--- src/rtl/circular_list_position_engine_top_assert.svh ---
// Assertion macros shared by the circular list engine modules
`ifndef CIRCULAR_LIST_POSITION_ENGINE_TOP_ASSERT_SVH
`define CIRCULAR_LIST_POSITION_ENGINE_TOP_ASSERT_SVH

// same-cycle implication, checked outside reset
`define CLPE_ASSERT_NOW(lbl, ante, cons, msg) \
  lbl: assert property (@(posedge clk) disable iff (rst) (ante) |-> (cons)) else $error(msg);

// next-cycle implication, checked outside reset
`define CLPE_ASSERT_NEXT(lbl, ante, cons, msg) \
  lbl: assert property (@(posedge clk) disable iff (rst) (ante) |=> (cons)) else $error(msg);

`endif

--- src/rtl/clpe_pkg.sv ---
// Shared command and status codes for the circular list engine
package clpe_pkg;

  localparam int unsigned VALW = 32;

  typedef enum logic [1:0] {
    CMD_INSERT   = 2'd0,
    CMD_DEL_REAR = 2'd1,
    CMD_DEL_AT   = 2'd2,
    CMD_SEARCH   = 2'd3
  } cmd_t;

  typedef enum logic [2:0] {
    ST_OK        = 3'd0,
    ST_BAD_POS   = 3'd1,
    ST_EMPTY     = 3'd2,
    ST_NOT_FOUND = 3'd3,
    ST_FULL      = 3'd4
  } status_t;

endpackage

--- src/rtl/clpe_node_mem.sv ---
// Node pool memory: value, forward link and backward link per node
module clpe_node_mem #(
  parameter int unsigned IDXW = 6,
  parameter int unsigned ROWW = 44
) (
  input  logic            clk,
  input  logic [IDXW-1:0] rd_addr,
  output logic [ROWW-1:0] rd_data,
  input  logic            wr_en,
  input  logic [IDXW-1:0] wr_addr,
  input  logic [ROWW-1:0] wr_data
);

  logic [ROWW-1:0] mem [(1 << IDXW)];

  always_ff @(posedge clk) begin
    if (wr_en) begin
      mem[wr_addr] <= wr_data;
    end
  end

  // write-first on a same-entry collision
  always_ff @(posedge clk) begin
    if (wr_en && (wr_addr == rd_addr)) begin
      rd_data <= wr_data;
    end else begin
      rd_data <= mem[rd_addr];
    end
  end

endmodule

--- src/rtl/clpe_free_pool.sv ---
// Free node pool: high-water counter plus a stack of released nodes
`include "circular_list_position_engine_top_assert.svh"

module clpe_free_pool #(
  parameter int unsigned CAPACITY = 64,
  parameter int unsigned IDXW     = 6,
  parameter int unsigned CNTW     = 7
) (
  input  logic            clk,
  input  logic            rst,
  input  logic            alloc,
  input  logic            release_en,
  input  logic [IDXW-1:0] rel_node,
  output logic [IDXW-1:0] node
);

  logic [IDXW-1:0] stk [(1 << IDXW)];
  logic [CNTW-1:0] sp;
  logic [CNTW-1:0] hw;
  logic [IDXW-1:0] top_data;
  logic            stk_vld;
  logic [CNTW-1:0] sp_m1;
  logic [IDXW-1:0] rd_addr;
  logic [IDXW-1:0] wr_addr;

  assign sp_m1   = sp - CNTW'(1);
  assign rd_addr = sp_m1[IDXW-1:0];
  assign wr_addr = sp[IDXW-1:0];

  always_ff @(posedge clk) begin
    if (release_en) begin
      stk[wr_addr] <= rel_node;
    end
    if (release_en && (wr_addr == rd_addr)) begin
      top_data <= rel_node;
    end else begin
      top_data <= stk[rd_addr];
    end
  end

  always_ff @(posedge clk) begin
    if (rst) begin
      sp      <= '0;
      hw      <= '0;
      stk_vld <= 1'b0;
    end else begin
      stk_vld <= !(alloc || release_en);
      if (release_en) begin
        sp <= sp + CNTW'(1);
      end else if (alloc) begin
        if (sp != '0) begin
          sp <= sp_m1;
        end else begin
          hw <= hw + CNTW'(1);
        end
      end
    end
  end

  // recycled nodes first, then never-used ones
  assign node = (sp != '0) ? top_data : hw[IDXW-1:0];

  `CLPE_ASSERT_NOW(a_pop_data_fresh, alloc && (sp != '0), stk_vld, "stack top read stale")
  `CLPE_ASSERT_NOW(a_no_overalloc, alloc && (sp == '0), hw < CNTW'(CAPACITY), "pool overrun")
  `CLPE_ASSERT_NOW(a_alloc_rel_excl, release_en, !alloc, "alloc and release together")

endmodule

--- src/rtl/circular_list_position_engine_top.sv ---
// Circular doubly linked list engine, top level and command sequencer
//
//  channel | handshake          | payload
//  --------+--------------------+---------------------------------------
//  in      | in_valid/in_stall  | command, value, position
//  out     | out_valid/out_stall| status, found_position, list_length
//
// One request at a time. A walk follows one forward link per cycle out of
// the node memory (one read port, registered read), so the walk grows with
// the position: insert walks to position-1 (length-1 at the head), delete
// to the position (length-1 from the rear), search up to the match index;
// an insert into an empty list and a reject need no walk.
// No clearing pass after reset: the node store is only read along links,
// and the free pool uses a fill count. The result waits in an output
// register; a new request is accepted while it is stalled, and the next
// result waits in DONE until it is taken.
`include "circular_list_position_engine_top_assert.svh"

module circular_list_position_engine_top #(
  parameter int unsigned CAPACITY = 64
) (
  input  logic               clk,
  input  logic               rst,
  input  logic               in_valid,
  output logic               in_stall,
  input  logic [1:0]         command,
  input  logic signed [31:0] value,
  input  logic [6:0]         position,
  output logic               out_valid,
  input  logic               out_stall,
  output logic [2:0]         status,
  output logic [5:0]         found_position,
  output logic [6:0]         list_length
);

  localparam int unsigned IDXW = $clog2(CAPACITY);
  localparam int unsigned CNTW = $clog2(CAPACITY + 1);
  localparam int unsigned CMPW = (CNTW > 7) ? CNTW : 7;
  localparam int unsigned VALW = clpe_pkg::VALW;
  localparam int unsigned ROWW = VALW + 2 * IDXW;

  typedef enum logic [3:0] {
    S_IDLE, S_WALK, S_INS_EMPTY, S_I1, S_I2, S_I3, S_D1, S_D2, S_D3, S_DONE
  } state_t;

  state_t            state;
  logic [CNTW-1:0]   cnt;        // entries in the list
  logic [IDXW-1:0]   head;
  logic [IDXW-1:0]   cur;        // node under the walk
  logic [CNTW-1:0]   steps;      // links still to follow
  logic [CNTW-1:0]   idx;        // position of cur
  logic              is_search;
  logic              is_insert;
  logic              at_head;    // request touches position zero
  logic [VALW-1:0]   val_q;
  logic [ROWW-1:0]   row_q;
  logic [IDXW-1:0]   n_q;        // freshly allocated node
  logic [2:0]        status_q;
  logic [5:0]        found_q;

  logic [IDXW-1:0]   rd_addr;
  logic [ROWW-1:0]   rd_data;
  logic              wr_en;
  logic [IDXW-1:0]   wr_addr;
  logic [ROWW-1:0]   wr_data;
  logic              alloc;
  logic              release_en;
  logic [IDXW-1:0]   free_node;

  logic [CMPW-1:0]   pos_x;
  logic [CMPW-1:0]   cnt_x;
  logic [6:0]        pos_m1;
  logic [CNTW-1:0]   cnt_m1;
  logic              out_free;

  // row fields
  logic [VALW-1:0]   rd_val;
  logic [IDXW-1:0]   rd_fwd;
  logic [IDXW-1:0]   rd_bwd;
  logic [VALW-1:0]   q_val;
  logic [IDXW-1:0]   q_fwd;
  logic [IDXW-1:0]   q_bwd;

  assign rd_val = rd_data[ROWW-1 -: VALW];
  assign rd_fwd = rd_data[2*IDXW-1 -: IDXW];
  assign rd_bwd = rd_data[IDXW-1:0];
  assign q_val  = row_q[ROWW-1 -: VALW];
  assign q_fwd  = row_q[2*IDXW-1 -: IDXW];
  assign q_bwd  = row_q[IDXW-1:0];

  assign pos_x    = CMPW'(position);
  assign cnt_x    = CMPW'(cnt);
  assign pos_m1   = position - 7'd1;
  assign cnt_m1   = cnt - CNTW'(1);
  assign out_free = !out_valid || !out_stall;
  assign in_stall = (state != S_IDLE);

  clpe_node_mem #(.IDXW(IDXW), .ROWW(ROWW)) u_node_mem (
    .clk     (clk),
    .rd_addr (rd_addr),
    .rd_data (rd_data),
    .wr_en   (wr_en),
    .wr_addr (wr_addr),
    .wr_data (wr_data)
  );

  clpe_free_pool #(.CAPACITY(CAPACITY), .IDXW(IDXW), .CNTW(CNTW)) u_free_pool (
    .clk        (clk),
    .rst        (rst),
    .alloc      (alloc),
    .release_en (release_en),
    .rel_node   (cur),
    .node       (free_node)
  );

  // memory port steering: L = cur, R = forward of L, c = cur when deleting
  always_comb begin
    rd_addr    = head;
    wr_en      = 1'b0;
    wr_addr    = cur;
    wr_data    = row_q;
    alloc      = 1'b0;
    release_en = 1'b0;
    unique case (state)
      S_IDLE: rd_addr = head;
      S_WALK: rd_addr = rd_fwd;
      S_INS_EMPTY: begin
        alloc   = 1'b1;
        wr_en   = 1'b1;
        wr_addr = free_node;
        wr_data = {val_q, free_node, free_node};
      end
      S_I1: begin
        alloc   = 1'b1;
        wr_en   = 1'b1;
        wr_addr = cur;
        wr_data = {q_val, free_node, q_bwd};
      end
      S_I2: begin
        rd_addr = q_fwd;
        wr_en   = 1'b1;
        wr_addr = n_q;
        wr_data = {val_q, q_fwd, cur};
      end
      S_I3: begin
        wr_en   = 1'b1;
        wr_addr = q_fwd;
        wr_data = {rd_val, rd_fwd, n_q};
      end
      S_D1: rd_addr = q_bwd;
      S_D2: begin
        rd_addr = q_fwd;
        wr_en   = 1'b1;
        wr_addr = q_bwd;
        wr_data = {rd_val, q_fwd, rd_bwd};
      end
      S_D3: begin
        release_en = 1'b1;
        wr_en      = 1'b1;
        wr_addr    = q_fwd;
        wr_data    = {rd_val, rd_fwd, q_bwd};
      end
      S_DONE: rd_addr = head;
      default: rd_addr = head;
    endcase
  end

  always_ff @(posedge clk) begin
    if (rst) begin
      state     <= S_IDLE;
      cnt       <= '0;
      head      <= '0;
      out_valid <= 1'b0;
    end else begin
      if (out_valid && !out_stall && (state != S_DONE)) begin
        out_valid <= 1'b0;
      end
      unique case (state)
        S_IDLE: begin
          if (in_valid) begin
            val_q     <= value;
            cur       <= head;
            idx       <= '0;
            found_q   <= '0;
            status_q  <= clpe_pkg::ST_OK;
            is_search <= 1'b0;
            is_insert <= 1'b0;
            at_head   <= 1'b0;
            state     <= S_DONE;
            unique case (clpe_pkg::cmd_t'(command))
              clpe_pkg::CMD_INSERT: begin
                if (pos_x > cnt_x) begin
                  status_q <= clpe_pkg::ST_BAD_POS;
                end else if (cnt == CNTW'(CAPACITY)) begin
                  status_q <= clpe_pkg::ST_FULL;
                end else if (cnt == '0) begin
                  state <= S_INS_EMPTY;
                end else begin
                  // insert after node L; at the head L is the last node
                  is_insert <= 1'b1;
                  at_head   <= (position == 7'd0);
                  steps     <= (position == 7'd0) ? cnt_m1 : CNTW'(pos_m1);
                  state     <= S_WALK;
                end
              end
              clpe_pkg::CMD_DEL_REAR: begin
                if (cnt == '0) begin
                  status_q <= clpe_pkg::ST_EMPTY;
                end else begin
                  at_head <= (cnt_m1 == '0);
                  steps   <= cnt_m1;
                  state   <= S_WALK;
                end
              end
              clpe_pkg::CMD_DEL_AT: begin
                if (pos_x >= cnt_x) begin
                  status_q <= clpe_pkg::ST_BAD_POS;
                end else begin
                  at_head <= (position == 7'd0);
                  steps   <= CNTW'(position);
                  state   <= S_WALK;
                end
              end
              clpe_pkg::CMD_SEARCH: begin
                if (cnt == '0) begin
                  status_q <= clpe_pkg::ST_EMPTY;
                end else begin
                  is_search <= 1'b1;
                  state     <= S_WALK;
                end
              end
              default: status_q <= clpe_pkg::ST_BAD_POS;
            endcase
          end
        end
        S_WALK: begin
          // rd_data holds the row of cur
          if (is_search) begin
            if (rd_val == val_q) begin
              found_q <= 6'(idx);
              state   <= S_DONE;
            end else if (idx == cnt_m1) begin
              status_q <= clpe_pkg::ST_NOT_FOUND;
              state    <= S_DONE;
            end else begin
              cur <= rd_fwd;
              idx <= idx + CNTW'(1);
            end
          end else if (steps == '0) begin
            row_q <= rd_data;
            state <= is_insert ? S_I1 : S_D1;
          end else begin
            cur   <= rd_fwd;
            steps <= steps - CNTW'(1);
          end
        end
        S_INS_EMPTY: begin
          head  <= free_node;
          cnt   <= cnt + CNTW'(1);
          state <= S_DONE;
        end
        S_I1: begin
          n_q <= free_node;
          if (at_head) begin
            head <= free_node;
          end
          state <= S_I2;
        end
        S_I2: state <= S_I3;
        S_I3: begin
          cnt   <= cnt + CNTW'(1);
          state <= S_DONE;
        end
        S_D1: state <= S_D2;
        S_D2: state <= S_D3;
        S_D3: begin
          if (at_head) begin
            head <= q_fwd;
          end
          cnt   <= cnt_m1;
          state <= S_DONE;
        end
        S_DONE: begin
          if (out_free) begin
            out_valid      <= 1'b1;
            status         <= status_q;
            found_position <= found_q;
            list_length    <= 7'(cnt);
            state          <= S_IDLE;
          end
        end
        default: state <= S_IDLE;
      endcase
    end
  end

  `CLPE_ASSERT_NEXT(a_ins_grows, state == S_I3, cnt == $past(cnt) + CNTW'(1), "insert count")
  `CLPE_ASSERT_NEXT(a_del_shrinks, state == S_D3, cnt == $past(cnt) - CNTW'(1), "delete count")
  `CLPE_ASSERT_NEXT(a_done_emits, (state == S_DONE) && out_free, out_valid, "result dropped")

endmodule
--- config.mk ---
export PLATFORM = sky130hd
export DESIGN_NAME = circular_list_position_engine_top
export DESIGN_NICKNAME = d
export VERILOG_FILES = /design/src/rtl/clpe_pkg.sv /design/src/rtl/clpe_node_mem.sv /design/src/rtl/clpe_free_pool.sv /design/src/rtl/circular_list_position_engine_top.sv
export VERILOG_INCLUDE_DIRS = /design/src /design/src/rtl
export SDC_FILE = /design/constraint.sdc
export NUM_CORES = 2
export LEC_CHECK = 0
export CAP_MARGIN = 20
export CORE_ASPECT_RATIO = 1.5
export CORE_UTILIZATION = 25
export DETAILED_ROUTE_END_ITERATION = 7
export DONT_BUFFER_PORTS = 1
export GPL_ROUTABILITY_DRIVEN = 0
export SLEW_MARGIN = 20
export SYNTH_ARGS = -nofsm -noshare
export SYNTH_HDL_FRONTEND = slang
export SYNTH_SLANG_ARGS = --single-unit
export TNS_END_PERCENT = 5
--- constraint.sdc ---
create_clock -name clk -period 19 [get_ports clk]
set_clock_uncertainty 0.15 [all_clocks]
set_input_delay 4.75 -clock clk [delete_from_list [all_inputs] [get_ports clk]]
set_output_delay 4.75 -clock clk [all_outputs]
set_load 0.02 [all_outputs]
**Word level (Yosys, flattened, before mapping)**

Memory sizes are Yosys's and may differ from the RTL's. A register that Yosys moved wholly into a read port is not among the register bits.
Index checks and enable logic that the tools add are counted.

- Register bits after elaboration: 162
- Output and inout bits: 18
- Memories: 2
- Logic and storage cells: 192
- Memory bits (writable): 3200

Memory list:

| name | words | bits a word | rd ports | clocked after Yosys merged registers in | wr ports | RTL line | RTL |
|---|---|---|---|---|---|---|---|
| u_node_mem.mem | 64 | 44 | 1 | 1 | 1 | clpe_node_mem.sv:14 | `logic [ROWW-1:0] mem [(1 << IDXW)];` |
| u_free_pool.stk | 64 | 6 | 1 | 1 | 1 | clpe_free_pool.sv:17 | `logic [IDXW-1:0] stk [(1 << IDXW)];` |

- $lt $le $gt $ge: 2
- Muxes and demuxes: 78
- Reduce and logical (&&, ||, !) cells: 39
- Eq/ne operators: 38
- Bitwise gates (word level): 5
- $add $sub $neg: 8

Operators with widths:

| kind | number |
|---|---|
| case mux 44 bit (6 select lines) | 1 |
| 2-to-1 mux 7 bit | 16 |
| 2-to-1 mux 6 bit | 11 |
| case mux 7 bit (2 select lines) | 3 |
| 2-to-1 mux 4 bit | 10 |
| case mux 6 bit (3 select lines) | 2 |
| == test 32 bit | 1 |
| case mux 4 bit (8 select lines) | 1 |
| adder 7 x 1 -> 7 bit, second input constant | 4 |
| zero test 7 bit | 4 |
| subtractor 7 x 1 -> 7 bit, second input constant | 4 |
| inequality test 3 bit, second input constant | 9 |
| case mux 6 bit (2 select lines) | 2 |
| case mux 6 bit (4 select lines) | 1 |
| inequality test 2 bit, second input constant | 11 |
| 2-to-1 mux 3 bit | 7 |
| case mux 7 bit (3 select lines) | 1 |
| AND reduction 6 bit | 3 |
| 2-to-1 mux 1 bit | 17 |
| == test 4 x 3 -> 1 bit, second input constant | 4 |
| case mux 4 bit (3 select lines) | 1 |
| AND reduction 3 bit | 4 |
| AND reduction 11 bit | 1 |
| OR reduction 2 bit | 5 |
| other kinds (30) | 47 |

**Logic depth before layout (Yosys ltp)**

- Word-level depth: 8
- Gate-level depth with buffers: 17
- Gate-level depth less buffers: 12

**Cells and area by module**

From an unflattened synthesis, not the netlist that was laid out.

- Cell total of the unflattened synthesis: 6102
- Area, all modules: 130664.1 um2

By module, submodules not included:

| module | cells an instance | area an instance (um2) | times used |
|---|---|---|---|
| clpe_node_mem | 4509 | 106589.7 | 1 |
| clpe_free_pool | 874 | 16178.0 | 1 |
| circular_list_position_engine_top | 719 | 7896.3 | 1 |

**Worst setup path before layout**

OpenSTA, ideal clock, no wires.

- Path type: in2reg
- From: in rst
- To: reg row_q[0] (enable)
- Stages: 3
- Data arrival time: 8166 ps
- Slack: 10184 ps
- Data required time: 18350 ps
- Path through: clkbuf_1 > clkbuf_1 > nor3_1

- Cells in the longest elaborated chain, start to end: 2

RTL lines:

| item | RTL line | RTL |
|---|---|---|
| start: declaration | circular_list_position_engine_top.sv:23 | `input logic rst,` |
| NOT 1 bit (no source line) | -- |  |
| AND reduction 4 bit (no source line) | -- |  |
| end signal: assignment | circular_list_position_engine_top.sv:250 | `row_q <= rd_data;` |
| end: declaration | circular_list_position_engine_top.sv:56 | `logic [ROWW-1:0] row_q;` |

No other way between the ends.
A chain may end at the register's enable or synchronous reset.

==> impl_metrics.tcl <==
set metrics [dict create \
    slew_headroom_pct 21.5 \
    grt_pass1_vias 69600 \
    hold_viol 0 \
    synth_fa_ha_area_share_pct 0.218 \
    ys_ff_latch 3373 \
    core_mm2 0.526 \
    yosysWarnings 0 \
    hold_class "reg -> reg" \
    wirelength_um 419000 \
    postCtsSetupRepairBufs 0 \
    dr.pass1.iters 8 \
    worst_slew_pin_slew_ps 1170 \
    power_density_mw_per_mm2 146 \
    syn_area_mm2 0.132 \
    h-tree-depth 5 \
    fin_hold_ws_ps 294 \
    clkLatencyLatePin_ps 980 \
    period_share_pct 43.2 \
    crit_arrival_ps 8590 \
    fmax_mhz 122 \
    grt_use_total_pct 15.2 \
    cts_buffer_depth 4 \
    die_w_um 596 \
    instances_no_fill 13800 \
    design_area_mm2 0.153 \
    grt.overflow.total 0 \
    clock-root-buffer "clkbuf_16" \
    synth_top_family_by_area "multiplexers" \
    dp.cells 13200 \
    synth_area_per_cell_um2 20.7 \
    cts_tree "built" \
    layout-drive-gt1-share_pct 23.3 \
    vias_per_cell 5.05 \
    grt_start_max_net_pins 110 \
    drv_slew 0 \
    critPathMaxFanout 91 \
    synthCells 6379 \
    place_ws_ps 10980 \
    num_vias 69700 \
    holdBufCountCts 0 \
    dp_hpwl_um 236000 \
    antenna_found_initial 19 \
    finalWorstSetupSlack_ps 10790 \
    setup_viol 0 \
    violations "DRC" \
    initial_utilization_pct 25.1 \
    critPathRequiredTime_ps 19380 \
    die_h_um 893 \
    synthMuxAreaShare_pct 15.3 \
    fin_nets 6696 \
    syn_nets 6447 \
    cts_made_buffers 339 \
    p_leak_nw 45.5 \
    synth_compound_area_share_pct 3.11 \
    grt_pass1_wl_um 569000 \
    drcViolationCount 1 \
    vdd_drop_max_mv 0.106 \
    areaGrowthSynthToFinish_pct 15.4 \
    cp-end-kind "flip-flop" \
    dieArea_mm2 0.532 \
    detail-route-antenna-nets 0 \
    fin_crit_ps 8210 \
    dpl_cell_area_mm2 0.142 \
    wl_per_cell_um 30.4 \
    cts_sinks 3373 \
    port_buffers 0 \
    max-cap-violations 0 \
    synth-xor-area-share_pct 0.517 \
    crit_type "reg -> reg" \
    rows 326 \
    rsz0062_at_grt "false" \
    synth_flop_cell "edfxtp_1" \
    start_kind "flip-flop" \
    ys_seq_area_share_pct 76.3 \
    drt_iter0_drc 10200 \
    yosys.area_share.simple_pct 2.96 \
    synthArstFlopShare_pct 0 \
    synth_edf_count 3330 \
    io_pins 63 \
    run_status "complete, but fails checks" \
    fin_setup_tns_ps 0 \
    synth.distinct_cells 83 \
    post_cts_resized 0 \
    cts.reportedPaths.clkPinSlew_ps 70 \
]
-- cells in the final DEF, fill, tap and decap left out, types with 19 or more instances in the layout --
master	count
inv_1	65
nand3_1	96
nor2b_1	37
nand2_1	188
mux4_2	742
nor3_1	29
diode_2	22
or3_1	19
and2_1	21
xnor2_1	45
a22oi_1	186
a22o_1	25
a211oi_1	22
clkinv_1	88
ha_1	22
o22ai_1	42
dfxtp_1	36
a21oi_1	82
mux2i_1	337
edfxtp_1	3330
clkinv_2	45
clkbuf_16	344
xor2_1	31
nor2_1	198
nand2b_1	19
clkbuf_1	67
nor2_4	69
nand4_1	39
buf_4	237
o21ai_0	58
a222oi_1	25
a31oi_1	26
-- critical path, stage by stage, from the launching register on --
cell and delay (ps):
dfxtp_4 850, buf_12 510, buf_4 890, buf_4 760, mux4_2 400, mux2i_1 150
o21ai_0 180, a2111oi_2 700, a21oi_1 170, a2111oi_0 470, nor4b_1 500, and4_1 420
nand4_1 590, a21oi_1 750
-- cell families (layout without fill, tap and decap cells) --
group                      after synthesis  count (layout)
adders and majority gates               23              23
buffers and inverters                  417             923
xor gates and xnor gates                78              78
other                                    0              22
AOI/OAI and AO/OA                      580             580
DFF                                   3373            3373
muxes                                 1096            1096
and+or+nand+nor                        812             812
-- path summary, 6_finish.rpt --
path	start	to	slack (ps)	depth (start not counted)
setup reg to reg	flip-flop	found_q[1]$_SDFFCE_PN0P_	10790	13
hold / removal	status_q[2]$_SDFFCE_PP0P_	status[2]$_DFFE_PP_	290	0
hold reg to reg	status_q[2]$_SDFFCE_PP0P_	status[2]$_DFFE_PP_	290	0
setup / recovery	flip-flop	found_q[1]$_SDFFCE_PN0P_	10790	13
-- per-layer routing --
layer | GRT usage [%] | vias to the layer above | part of all wire [%]
met2 | 26.7 | 4239 | 51
met4 | 7.26 | 4 | 5.3
met3 | 2.87 | 950 | 9.3
met1 | 17.9 | 37400 | 35
li1 | - | 27100 | -
met5 | 0 | - | 0.0060
-- where the power goes --
part	switching [mW]	internal [mW]	total, mW	leakage [nW]
Clock	2.87	3.57	6.43	5.08
Sequential	0.206	9.48	9.69	30.4
Combinational	4.10	2.10	6.20	10.0
-- flip-flops by register name, summed over array words and instances, names as in the netlist, 4 cells and up, named ones only --
name and flops:
cnt 7, n_q 6, u_free_pool.hw 6, u_free_pool.top_data 6
u_free_pool.sp 7, idx 7, row_q 44, found_position 6
list_length 7, u_free_pool.stk 384, found_q 6, cur 6
steps 7, state 4, head 6, val_q 32
u_node_mem.mem 2816
-- metrics by stage --
step	total power [mW]	utilization, %
floorplan	13.6	-
global placement	15.8	26.9
detailed placement	16.0	27.0
CTS	22.3	29.0
global route	22.9	29.0
finish	22.3	29.0
-- Yosys cell counts (11+ instances only) --
cell type | n | area share (%)
o211ai_1 | 16 | 0.091
or3_1 | 19 | 0.090
buf_2 | 92 | 0.35
clkbuf_1 | 142 | 0.40
buf_6 | 28 | 0.24
a22oi_1 | 186 | 1.1
nand3_1 | 96 | 0.36
buf_1 | 44 | 0.12
dfxtp_1 | 43 | 0.65
o22ai_1 | 42 | 0.20
mux2_2 | 17 | 0.14
nor3_1 | 31 | 0.12
nor2_1 | 270 | 0.77
edfxtp_1 | 3330 | 76
mux2i_1 | 337 | 2.6
and3_1 | 18 | 0.085
o21ai_0 | 69 | 0.26
a21oi_1 | 83 | 0.31
a221oi_1 | 18 | 0.12
mux4_2 | 742 | 13
and2_1 | 23 | 0.11
a31oi_1 | 26 | 0.12
nand2_1 | 189 | 0.54
nand4_1 | 39 | 0.18
a22o_1 | 25 | 0.17
buf_4 | 36 | 0.20
nor4_1 | 11 | 0.052
xnor2_1 | 47 | 0.31
a222oi_1 | 25 | 0.19
xor2_1 | 31 | 0.21
ha_1 | 23 | 0.22
nor2b_1 | 43 | 0.20
a211oi_1 | 22 | 0.12
inv_1 | 66 | 0.19
nand2b_1 | 19 | 0.090
-- area by class of cell --
| cell class | count | area [µm²] |
|---|---|---|
| Antenna cell | 22 | 55.1 |
| Clock buffer | 417 | 8940 |
| Clock inverter | 181 | 1500 |
| Fill cell | 51000 | 374000 |
| Inverter | 70 | 265 |
| Multi-Input combinational cell | 2589 | 30100 |
| Sequential cell | 3373 | 101000 |
| Tap cell | 6888 | 8620 |
| Timing Repair Buffer | 255 | 2160 |
No activity file was read; power rests on OpenSTA's default activity.
